**config.mk**
```make
export PLATFORM = sky130hd
export DESIGN_NAME = pmu_control_write_checker_top
export DESIGN_NICKNAME = d
export VERILOG_FILES = /design/src/rtl/pmucw_pkg.sv /design/src/rtl/pmu_control_write_checker_top.sv
export SDC_FILE = /design/constraint.sdc
export NUM_CORES = 1
export LEC_CHECK = 0
export ABC_AREA = 0
export BUFFER_PORTS_ARGS = -buffer_cell sky130_fd_sc_hd__clkbuf_2
export CAP_MARGIN = 10
export CELL_PAD_IN_SITES_DETAIL_PLACEMENT = 1
export CELL_PAD_IN_SITES_GLOBAL_PLACEMENT = 1
export CORE_MARGIN = 4
export CORE_UTILIZATION = 43
export CTS_CLUSTER_DIAMETER = 100
export CTS_CLUSTER_SIZE = 8
export DETAILED_ROUTE_END_ITERATION = 6
export PLACE_DENSITY_LB_ADDON = 0.1
export SLEW_MARGIN = 20
export SYNTH_ARGS = -nofsm -noshare
export SYNTH_HDL_FRONTEND = slang
export SYNTH_SLANG_ARGS = --single-unit
```
**constraint.sdc**
```tcl
create_clock -name clk -period 3.7 [get_ports clk]
set_input_delay 0.555 -clock clk [delete_from_list [all_inputs] [get_ports clk]]
set_output_delay 0.555 -clock clk [all_outputs]
set_load 0.1 [all_outputs]
```
**src/rtl/pmucw_pkg.sv**
```systemverilog
`default_nettype none
// ----------------------------------------------------------------------------
// pmucw_pkg
// Shared types and constants of the PMU control write checker.
// ----------------------------------------------------------------------------
package pmucw_pkg;

    localparam int unsigned IdxWidth   = 9;
    localparam int unsigned ValueWidth = 64;
    localparam int unsigned CfgIdxWidth = 2;

    typedef logic [IdxWidth-1:0]   reg_index_t;
    typedef logic [ValueWidth-1:0] value_t;

    typedef enum logic [1:0] {
        CAUSE_NONE     = 2'd0,
        CAUSE_OVERFLOW = 2'd1,
        CAUSE_ADDR_CAP = 2'd2,
        CAUSE_BAD_COMB = 2'd3
    } reject_cause_t;

    typedef enum logic [CfgIdxWidth-1:0] {
        CFG_SYSTEM_WIDE = 2'd0,
        CFG_THREADS_ON  = 2'd1,
        CFG_DBG_IN_USE  = 2'd2,
        CFG_UNUSED      = 2'd3
    } cfg_index_t;

    localparam reg_index_t IDX_PMC_FIRST      = 9'd4;
    localparam reg_index_t IDX_PMC_EMUL_FIRST = 9'd10;
    localparam reg_index_t IDX_PMC_LAST       = 9'd15;
    localparam reg_index_t IDX_OPCODE_MATCH   = 9'd32;
    localparam reg_index_t IDX_RANGE_CTRL     = 9'd37;
    localparam reg_index_t IDX_IBR_CONFIG     = 9'd38;
    localparam reg_index_t IDX_CAPTURE_A      = 9'd39;
    localparam reg_index_t IDX_CAPTURE_B      = 9'd40;
    localparam reg_index_t IDX_DBR_CONFIG     = 9'd41;
    localparam reg_index_t IDX_CAPTURE_C      = 9'd42;

    localparam int unsigned PRIV_BIT_PMC   = 6;
    localparam int unsigned PRIV_BIT_RANGE = 4;

    localparam value_t DBR_ENABLE_MASK = 64'h0001_e000_0000_0000;
    localparam value_t DBR_TAG_MASK    = 64'h0000_0000_1818_1818;
    localparam value_t IBR_IGNORE_MASK = 64'h0000_0000_0000_0492;
    localparam logic [2:0] CAPTURE_ERRATUM_CODE = 3'd4;

    localparam value_t SHADOW_OPCODE_RESET = 64'h030f_01ff_ffff_ffff;
    localparam value_t SHADOW_IBR_RESET    = 64'h0000_0000_0000_0db6;
    localparam value_t SHADOW_DBR_RESET    = 64'h0000_2078_fefe_fefe;

    function automatic logic field_0_or_2(input logic [1:0] f);
        begin
            field_0_or_2 = (f == 2'd0) || (f == 2'd2);
        end
    endfunction

endpackage : pmucw_pkg
`default_nettype wire

```
**src/rtl/pmu_control_write_checker_top.sv**
```systemverilog
`default_nettype none
// ----------------------------------------------------------------------------
// pmu_control_write_checker_top
// Checks and adjusts writes to performance-monitor control registers.
// ----------------------------------------------------------------------------
// Each request transaction carries one control register write; the block
// returns exactly one response transaction per request, in order. A request
// is captured into an input register, checked and adjusted combinationally,
// and placed in a result register, so a new request is taken every cycle
// unless rsp_ready holds back the response. Throughput is one write per cycle
// without stall, set by the single check stage, which also updates the three
// shadow values so that a following write sees them at once. Configuration
// writes take effect on the next cycle and are expected only while idle.
// ----------------------------------------------------------------------------
module pmu_control_write_checker_top (
    input  wire logic                                clk,
    input  wire logic                                rst_n,
    input  wire logic                                cfg_write_en,
    input  wire logic [pmucw_pkg::CfgIdxWidth-1:0]   cfg_index,
    input  wire logic                                cfg_data,
    input  wire logic                                req_valid,
    output logic                                     req_ready,
    input  wire logic [pmucw_pkg::IdxWidth-1:0]      reg_index,
    input  wire logic [pmucw_pkg::ValueWidth-1:0]    write_value,
    input  wire logic                                no_emul64,
    output logic                                     rsp_valid,
    input  wire logic                                rsp_ready,
    output logic [pmucw_pkg::ValueWidth-1:0]         out_value,
    output logic                                     rejected,
    output logic [1:0]                               reject_cause,
    output logic                                     claim_debug_regs
);
    import pmucw_pkg::*;

    logic          system_wide_reg;
    logic          threads_on_reg;
    logic          dbg_in_use_reg;

    logic          s1_valid_reg;
    reg_index_t    s1_index_reg;
    value_t        s1_value_reg;
    logic          s1_no_emul_reg;

    value_t        shadow_opcode_reg;
    value_t        shadow_ibr_reg;
    value_t        shadow_dbr_reg;

    logic          rsp_valid_reg;
    value_t        out_value_reg;
    reject_cause_t cause_reg;
    logic          claim_reg;

    logic          advance;
    logic          is_pmc;
    logic          is_capture;
    logic          is_range;
    logic          is_opcode;
    logic          is_ibr;
    logic          is_dbr;
    value_t        v32;
    value_t        v38;
    value_t        v41;
    logic          bad_comb;
    reject_cause_t cause_next;
    value_t        value_next;
    logic          claim_next;
    logic          shadow_we;

    assign advance   = !rsp_valid_reg || rsp_ready;
    assign req_ready = !s1_valid_reg || advance;

    always_ff @(posedge clk or negedge rst_n)
    begin
        if (!rst_n)
        begin
            system_wide_reg <= 1'b0;
            threads_on_reg  <= 1'b0;
            dbg_in_use_reg  <= 1'b0;
        end
        else if (cfg_write_en)
        begin
            unique case (cfg_index_t'(cfg_index))
                CFG_SYSTEM_WIDE: system_wide_reg <= cfg_data;
                CFG_THREADS_ON:  threads_on_reg  <= cfg_data;
                CFG_DBG_IN_USE:  dbg_in_use_reg  <= cfg_data;
                default:         ;
            endcase
        end
    end

    // Decode the register index
    always_comb
    begin
        is_pmc     = (s1_index_reg >= IDX_PMC_FIRST) && (s1_index_reg <= IDX_PMC_LAST);
        is_capture = (s1_index_reg == IDX_CAPTURE_A) || (s1_index_reg == IDX_CAPTURE_B) ||
                     (s1_index_reg == IDX_CAPTURE_C);
        is_range   = (s1_index_reg == IDX_RANGE_CTRL);
        is_opcode  = (s1_index_reg == IDX_OPCODE_MATCH);
        is_ibr     = (s1_index_reg == IDX_IBR_CONFIG);
        is_dbr     = (s1_index_reg == IDX_DBR_CONFIG);
    end

    always_comb
    begin
        v32 = is_opcode ? s1_value_reg : shadow_opcode_reg;
        v38 = is_ibr    ? s1_value_reg : shadow_ibr_reg;
        v41 = is_dbr    ? s1_value_reg : shadow_dbr_reg;
        bad_comb = (v41[48:45] == 4'd0) && !v32[57] &&
                   (field_0_or_2(v38[2:1]) || field_0_or_2(v38[5:4]));

        cause_next = CAUSE_NONE;
        value_next = s1_value_reg;
        claim_next = 1'b0;
        shadow_we  = 1'b0;

        if (is_pmc)
        begin
            if ((s1_index_reg >= IDX_PMC_EMUL_FIRST) && !s1_no_emul_reg && threads_on_reg)
                cause_next = CAUSE_OVERFLOW;
            else
                value_next[PRIV_BIT_PMC] = system_wide_reg;
        end
        else if (is_capture)
        begin
            if (threads_on_reg && (s1_value_reg[10:8] == CAPTURE_ERRATUM_CODE))
                cause_next = CAUSE_ADDR_CAP;
            else
                value_next[PRIV_BIT_PMC] = system_wide_reg;
        end
        else if (is_range)
        begin
            value_next[PRIV_BIT_RANGE] = system_wide_reg;
        end
        else if (is_opcode || is_ibr || is_dbr)
        begin
            if (bad_comb)
                cause_next = CAUSE_BAD_COMB;
            else
            begin
                shadow_we = 1'b1;
                if (!dbg_in_use_reg)
                begin
                    if (is_dbr && ((s1_value_reg & DBR_ENABLE_MASK) != '0) &&
                        ((s1_value_reg & DBR_TAG_MASK) != DBR_TAG_MASK))
                        claim_next = 1'b1;
                    if (is_ibr && ((s1_value_reg & IBR_IGNORE_MASK) != IBR_IGNORE_MASK))
                        claim_next = 1'b1;
                end
            end
        end

        if (cause_next != CAUSE_NONE)
            value_next = '0;
    end

    always_ff @(posedge clk or negedge rst_n)
    begin
        if (!rst_n)
        begin
            s1_valid_reg  <= 1'b0;
            rsp_valid_reg <= 1'b0;
            shadow_opcode_reg <= SHADOW_OPCODE_RESET;
            shadow_ibr_reg    <= SHADOW_IBR_RESET;
            shadow_dbr_reg    <= SHADOW_DBR_RESET;
        end
        else
        begin
            if (req_ready)
                s1_valid_reg <= req_valid;
            if (advance)
                rsp_valid_reg <= s1_valid_reg;
            if (s1_valid_reg && advance && shadow_we)
            begin
                if (is_opcode)
                    shadow_opcode_reg <= s1_value_reg;
                if (is_ibr)
                    shadow_ibr_reg <= s1_value_reg;
                if (is_dbr)
                    shadow_dbr_reg <= s1_value_reg;
            end
        end
    end

    always_ff @(posedge clk)
    begin
        if (req_valid && req_ready)
        begin
            s1_index_reg   <= reg_index;
            s1_value_reg   <= write_value;
            s1_no_emul_reg <= no_emul64;
        end
        if (s1_valid_reg && advance)
        begin
            out_value_reg <= value_next;
            cause_reg     <= cause_next;
            claim_reg     <= claim_next;
        end
    end

    assign rsp_valid        = rsp_valid_reg;
    assign out_value        = out_value_reg;
    assign rejected         = (cause_reg != CAUSE_NONE);
    assign reject_cause     = cause_reg;
    assign claim_debug_regs = claim_reg;

`ifndef SYNTHESIS
    a_reject_clears_payload: assert property (@(posedge clk) disable iff (!rst_n)
        rsp_valid_reg && (cause_reg != CAUSE_NONE) |-> (out_value_reg == '0) && !claim_reg)
        else $error("rejected transaction carries value or claim");

    a_stage_holds_on_stall: assert property (@(posedge clk) disable iff (!rst_n)
        s1_valid_reg && !advance |=> s1_valid_reg && $stable(s1_value_reg))
        else $error("input stage lost a transaction under stall");

    a_shadow_only_on_accept: assert property (@(posedge clk) disable iff (!rst_n)
        !(s1_valid_reg && advance) |=> $stable(shadow_opcode_reg) &&
        $stable(shadow_ibr_reg) && $stable(shadow_dbr_reg))
        else $error("shadow changed without an accepted write");

    a_claim_only_on_debug_cfg: assert property (@(posedge clk) disable iff (!rst_n)
        s1_valid_reg && advance && claim_next |-> (is_ibr || is_dbr) && !dbg_in_use_reg)
        else $error("debug claim raised for wrong register");
`endif

endmodule : pmu_control_write_checker_top
`default_nettype wire
```
# Word level (Yosys, flattened, before mapping)
# Index checks and enable logic that the tools add are counted.
[op_classes] magnitude_cmp=3 bitwise=1 reduce_logical=39 muxes=24 eq_ne=14
[op_table] cell="64-bit nonzero test" count=1
[op_table] cell="9-bit by 6-bit equality test with 1-bit output, second input constant" count=7
[op_table] cell="58-bit two-way mux" count=1
[op_table] cell="49-bit two-way mux" count=1
[op_table] cell="1-bit two-way mux" count=15
[op_table] cell="1-bit logical AND" count=12
[op_table] cell="2-bit two-way mux" count=6
[op_table] cell="2-bit AND reduction" count=6
[op_table] cell="9-bit by 3-bit greater-or-equal comparator with 1-bit output, second input constant" count=1
[op_table] cell="9-bit by 4-bit greater-or-equal comparator with 1-bit output, second input constant" count=1
[op_table] cell="9-bit by 4-bit <= comparator with 1-bit output, second input constant" count=1
[op_table] cell="1-bit logical OR" count=9
[op_table] cell="8-bit != test, second input constant" count=1
[op_table] cell="2-bit equality test, second input constant" count=3
[op_table] cell="2-bit zero test" count=3
[op_table] cell="6-bit two-way mux" count=1
[op_table] cell="6-bit OR reduction" count=1
[op_table] cell="1-bit zero test" count=4
[op_table] cell="4-bit zero test" count=1
[op_table] cell="4-bit != test, second input constant" count=1
[op_table] cell="2-bit nonzero test" count=2
[op_table] cell="3-bit equality test, second input constant" count=1
[op_table] cell="2-bit by 1-bit equality test with 1-bit output, second input constant" count=1
[op_table] cell="1-bit NOT" count=1
[word_totals] in_bits=82 out_inout_bits=70 elab_cells=98 regBits=259

# Longest topological paths before layout
[depth] word_depth=13 depth_mapped=7 mapped_depth_nobuf=5

# Least setup slack after synthesis
# No wires, ideal clock.
[synth_timing] kind="register -> register" from="register rsp_valid_reg (netlist: rsp_valid)" to="register s1_index_reg[0], enable pin" arrival_time_ns=3.592 n_path_buf=0 setup_time_ns=0.440 synth_period_minus_slack_ns=4.032 path_stages_with_launch=3 setup_slack_ns=-0.332 t_required_ns=3.260 path_cell_list="dfrtp_1 > nand3b_1 > and2_1"
[synth_via] elab_chain_cells=4
[synth_lines] item="start: declaration" line="pmu_control_write_checker_top.sv:48" text="logic rsp_valid_reg;"
[synth_lines] item="start signal: assignment" line="pmu_control_write_checker_top.sv:171" text="rsp_valid_reg <= s1_valid_reg;"
[synth_lines] item="1-bit zero test" line="pmu_control_write_checker_top.sv:69" text="assign advance = !rsp_valid_reg || rsp_ready;"
[synth_lines] item="1-bit logical OR" line="pmu_control_write_checker_top.sv:69"
[synth_lines] item="1-bit logical OR" line="pmu_control_write_checker_top.sv:70" text="assign req_ready = !s1_valid_reg || advance;"
[synth_lines] item="via req_ready" line="pmu_control_write_checker_top.sv:22" text="output logic req_ready,"
[synth_lines] item="1-bit logical AND" line="pmu_control_write_checker_top.sv:186" text="if (req_valid && req_ready)"
[synth_lines] item="end signal: assignment" line="pmu_control_write_checker_top.sv:188" text="s1_index_reg <= reg_index;"
[synth_lines] item="end: declaration" line="pmu_control_write_checker_top.sv:40" text="reg_index_t s1_index_reg;"
# The timed path passes the listed nets, and every way through them passes these cells.
# A chain may end at the register's enable or synchronous reset.

# Worst setup path after layout
[layout_timing] from="register s1_index_reg[7]" to="register out_value_reg[27] (netlist: out_value[27]), data pin"
[layout_via] elab_chain_cells=12 elab_cells_between_ends=38 cone_classes="order compare (3); eq/ne (9); mux (9); reduce/logical (17)"
[layout_lines] item="9-bit by 6-bit equality test with 1-bit output" line="pmu_control_write_checker_top.sv:99" text="is_ibr = (s1_index_reg == IDX_IBR_CONFIG);"
[layout_lines] item="6-bit two-way mux"
[layout_lines] item="2-bit equality test or 2-bit zero test (tied branches)" line="pmucw_pkg.sv:54" text="field_0_or_2 = (f == 2'd0) || (f == 2'd2);"
[layout_lines] item="1-bit logical OR" line="pmucw_pkg.sv:54"
[layout_lines] item="1-bit logical OR" line="pmu_control_write_checker_top.sv:109" text="(field_0_or_2(v38[2:1]) || field_0_or_2(v38[5:4]));"
[layout_lines] item="1-bit logical AND" line="pmu_control_write_checker_top.sv:108" text="bad_comb = (v41[48:45] == 4'd0) && !v32[57] &&"
[layout_lines] item="2-bit two-way mux" line="pmu_control_write_checker_top.sv:136" text="if (bad_comb)"
[layout_lines] item="2-bit two-way mux" line="pmu_control_write_checker_top.sv:134" text="else if (is_opcode || is_ibr || is_dbr)"
[layout_lines] item="2-bit two-way mux" line="pmu_control_write_checker_top.sv:130" text="else if (is_range)"
[layout_lines] item="2-bit two-way mux" line="pmu_control_write_checker_top.sv:123" text="else if (is_capture)"
[layout_lines] item="2-bit two-way mux *" line="pmu_control_write_checker_top.sv:116" text="if (is_pmc)"
[layout_lines] item="2-bit nonzero test *" line="pmu_control_write_checker_top.sv:152" text="if (cause_next != CAUSE_NONE)"
[layout_lines] item="end signal: assignment" line="pmu_control_write_checker_top.sv:194" text="out_value_reg <= value_next;"
[layout_lines] item="end: declaration" line="pmu_control_write_checker_top.sv:49" text="value_t out_value_reg;"
# Every way passes the cells marked *; elsewhere a longest branch is shown, timed or not.

==> results_dict.tcl <==
set metrics [dict create \
    ys_ff_latch 153 \
    cts-buffers-inserted 17 \
    cts_setup_buffers 0 \
    p_per_area_mw_per_mm2 606 \
    status "complete, no violations" \
    start_util_pct 44.5 \
    path_cells "nor3_4 > nand3_1 > mux2i_2 > a31oi_4 > buf_4 > and2_1" \
    start_kind "flip-flop" \
    power.share.combinational_pct 14.8 \
    placed_cells 629 \
    regArea_mm2 0.00454 \
    syn_to_final_growth_pct 25.6 \
    r2r-start "s1_index_reg[7]" \
    final_layout_size_suffix_gt1_share_pct 41.5 \
    tightest_slew_ns 0.953 \
    synthTopCellsByCount "edfxtp_1, and2_1, dfrtp_1, nand2_1" \
    pre_cts_slack_ns 1.11 \
    swShare_pct 27.8 \
    final_area_mm2 0.00714 \
    synth_top_area_share_pct 74.4 \
    setup_tns_ns 0 \
    final_core_util_pct 55.9 \
    grt_pass1_wl_mm 17.5 \
    cp-end-kind "flip-flop" \
    hold_viol_final 0 \
    antennaDiodeCount 0 \
    report.power.total_mw 4.33 \
    htreeDepth 4 \
    yosys.area.top_type "edfxtp_1" \
    hpwl_mm 7.98 \
    synth_fa_ha_area_share_pct 0 \
    required_ns 3.86 \
    nets 558 \
    ant_nets 0 \
    switchingPower_mw 1.20 \
    cpLargestDelayFamily "simple AND/OR/NAND/NOR gates" \
    grt-ovfl-total 0 \
    clkPwrFrac_pct 36.9 \
    finalNonFillerCells 659 \
    clockBufferDepth 2 \
    setup_ws_ns 1.13 \
    grt_usage_pct 15.8 \
    slew_headroom_pct 36.4 \
    clk_pin_slew_ns 0.06 \
    setup_viol 0 \
    core_mm2 0.0128 \
    syn_area_mm2 0.00569 \
    tritoncts "done" \
    ir_drop_uv 219 \
    cp_max_fo 61 \
    reg2reg_depth 6 \
    drt_wl_total_mm 11.2 \
    yosys.area_share.simple_pct 13.6 \
    arrival_ns 2.73 \
    firstDrtPassIters 4 \
    yosys_warnings 0 \
    drc 0 \
    fin_crit_ns 2.57 \
    synth_nets 394 \
    fillCellCount 1240 \
    final_max_slew_viol_count 0 \
    grt_max_degree 75 \
    p_seq_share_pct 48.3 \
    synth_mux_area_share_pct 1.54 \
    gp_congestion 0.785 \
    worstHoldPathType "in2async" \
    rsz0062_at_grt "false" \
    post_cts_resized 0 \
    vias 3170 \
    io_buffers 151 \
    max_cap_violations 0 \
    clk_latency_ns 0.41 \
    antenna_found_initial 0 \
    cts_sinks 153 \
    synth_compound_area_share_pct 3.21 \
    finClkSkew_ns 0.00866 \
    die_area_mm2 0.0151 \
    fmax_mhz 389 \
    synth_edf_count 141 \
    hold_slack_ns 0.0317 \
    multi_input_area_mm2 0.00106 \
    crit_slowest_cell "edfxtp_1" \
    startpoint "s1_index_reg[7]" \
    cts_hold_buf 0 \
    synth_xor_area_share_pct 0.154 \
    synth_area_leaders "edfxtp_1, and2_1, dfrtp_1" \
    fp.dieH_um 123 \
    p_int_mw 3.12 \
    grt_pass1_vias 3301 \
    rows 41 \
    io_pins 152 \
    cp.buffers_inverters 1 \
    synthCells 312 \
    via_per_inst 4.81 \
    synth-seq-area-share_pct 79.8 \
    first_iter_violations 186 \
    worstSetupPathType "reg2reg" \
    cts_root_buffer "clkbuf_16" \
    yosysUniqueCellTypes 47 \
    timing.final.crit_share_pct 69.4 \
    syn_avg_cell_area_um2 18.2 \
    ys.flop_type "edfxtp_1" \
    slowest_delay_ns 0.48 \
    synthArstFlopShare_pct 7.84 \
    critical_path_depth 6 \
    place_area_mm2 0.00660 \
    die-width_um 123 \
    synth_top_family_by_area "simple AND/OR/NAND/NOR gates" \
    yosysMostFrequentCell "edfxtp_1" \
    drt-wirelength-per-cell_um 17.1 \
    cellLeakagePower_nw 2.81 \
]
## worst register-to-register path: stages, from the launching register on
cell and delay, ns:
edfxtp_1 0.48, nor3_4 0.42, nand3_1 0.24, mux2i_2 0.45, a31oi_4 0.17, buf_4 0.30, and2_1 0.28
## cell usage in the layout, fill, tap and decap left out, types with 3 or more instances in the layout
cell type / n
clkbuf_2: 151
edfxtp_1: 141
and2_1: 63
clkbuf_16: 17
nand2_1: 8
dfrtp_1: 8
nand4_1: 6
nand3_1: 5
nor2_1: 4
nand3b_1: 4
a31o_2: 4
nand2b_1: 4
a22o_1: 4
clkinv_2: 4
dfstp_2: 4
o21ai_0: 3
mux2_2: 3
clkinv_1: 3
buf_4: 3
## logic make-up after synthesis
family,after synthesis
AO/OA/AOI/OAI,21
XOR/XNOR,1
buffers and inverters,12
flip-flops,153
multiplexers,7
AND/OR/NAND/NOR,118
## per-layer routing
layer	track usage (%)	part of all wire, %	vias up
met4	7.27	1.5	0
met3	4.67	6.3	14
met1	19.7	42	1545
met2	25.6	50	105
met5	0	0	-
li1	-	-	1506
## power groups by stage
stage,registers [mW],logic [mW],clock network (mW)
6_report,2.09,0.641,1.60
5_1_grt,2.10,0.670,1.72
4_1_cts,2.09,0.649,1.63
3_5_place_dp,2.13,0.648,0
3_3_place_gp,2.12,0.640,0
2_1_floorplan,2.51,0.116,0
## final cells by class
type                       count  share of cell area, %
tap                          172                   3.01
clock buffer                  19                   6.06
inverter                       3                  0.158
clock inverter                11                   1.51
multi-input combinational    147                   14.8
sequential                   153                   63.6
timing repair buffer         154                   10.9
## worst paths after layout
check                                endpoint  slack (ns)
max                             out_value[27]        1.13
min                        shadow_dbr_reg[48]        0.03
max reg2reg                     out_value[27]        1.13
min reg2reg                         rsp_valid        0.51
max in group asynchronous   shadow_ibr_reg[1]        3.38
min in group clk             s1_value_reg[35]        0.32
Note: power is estimated with default switching activity, not from simulation.
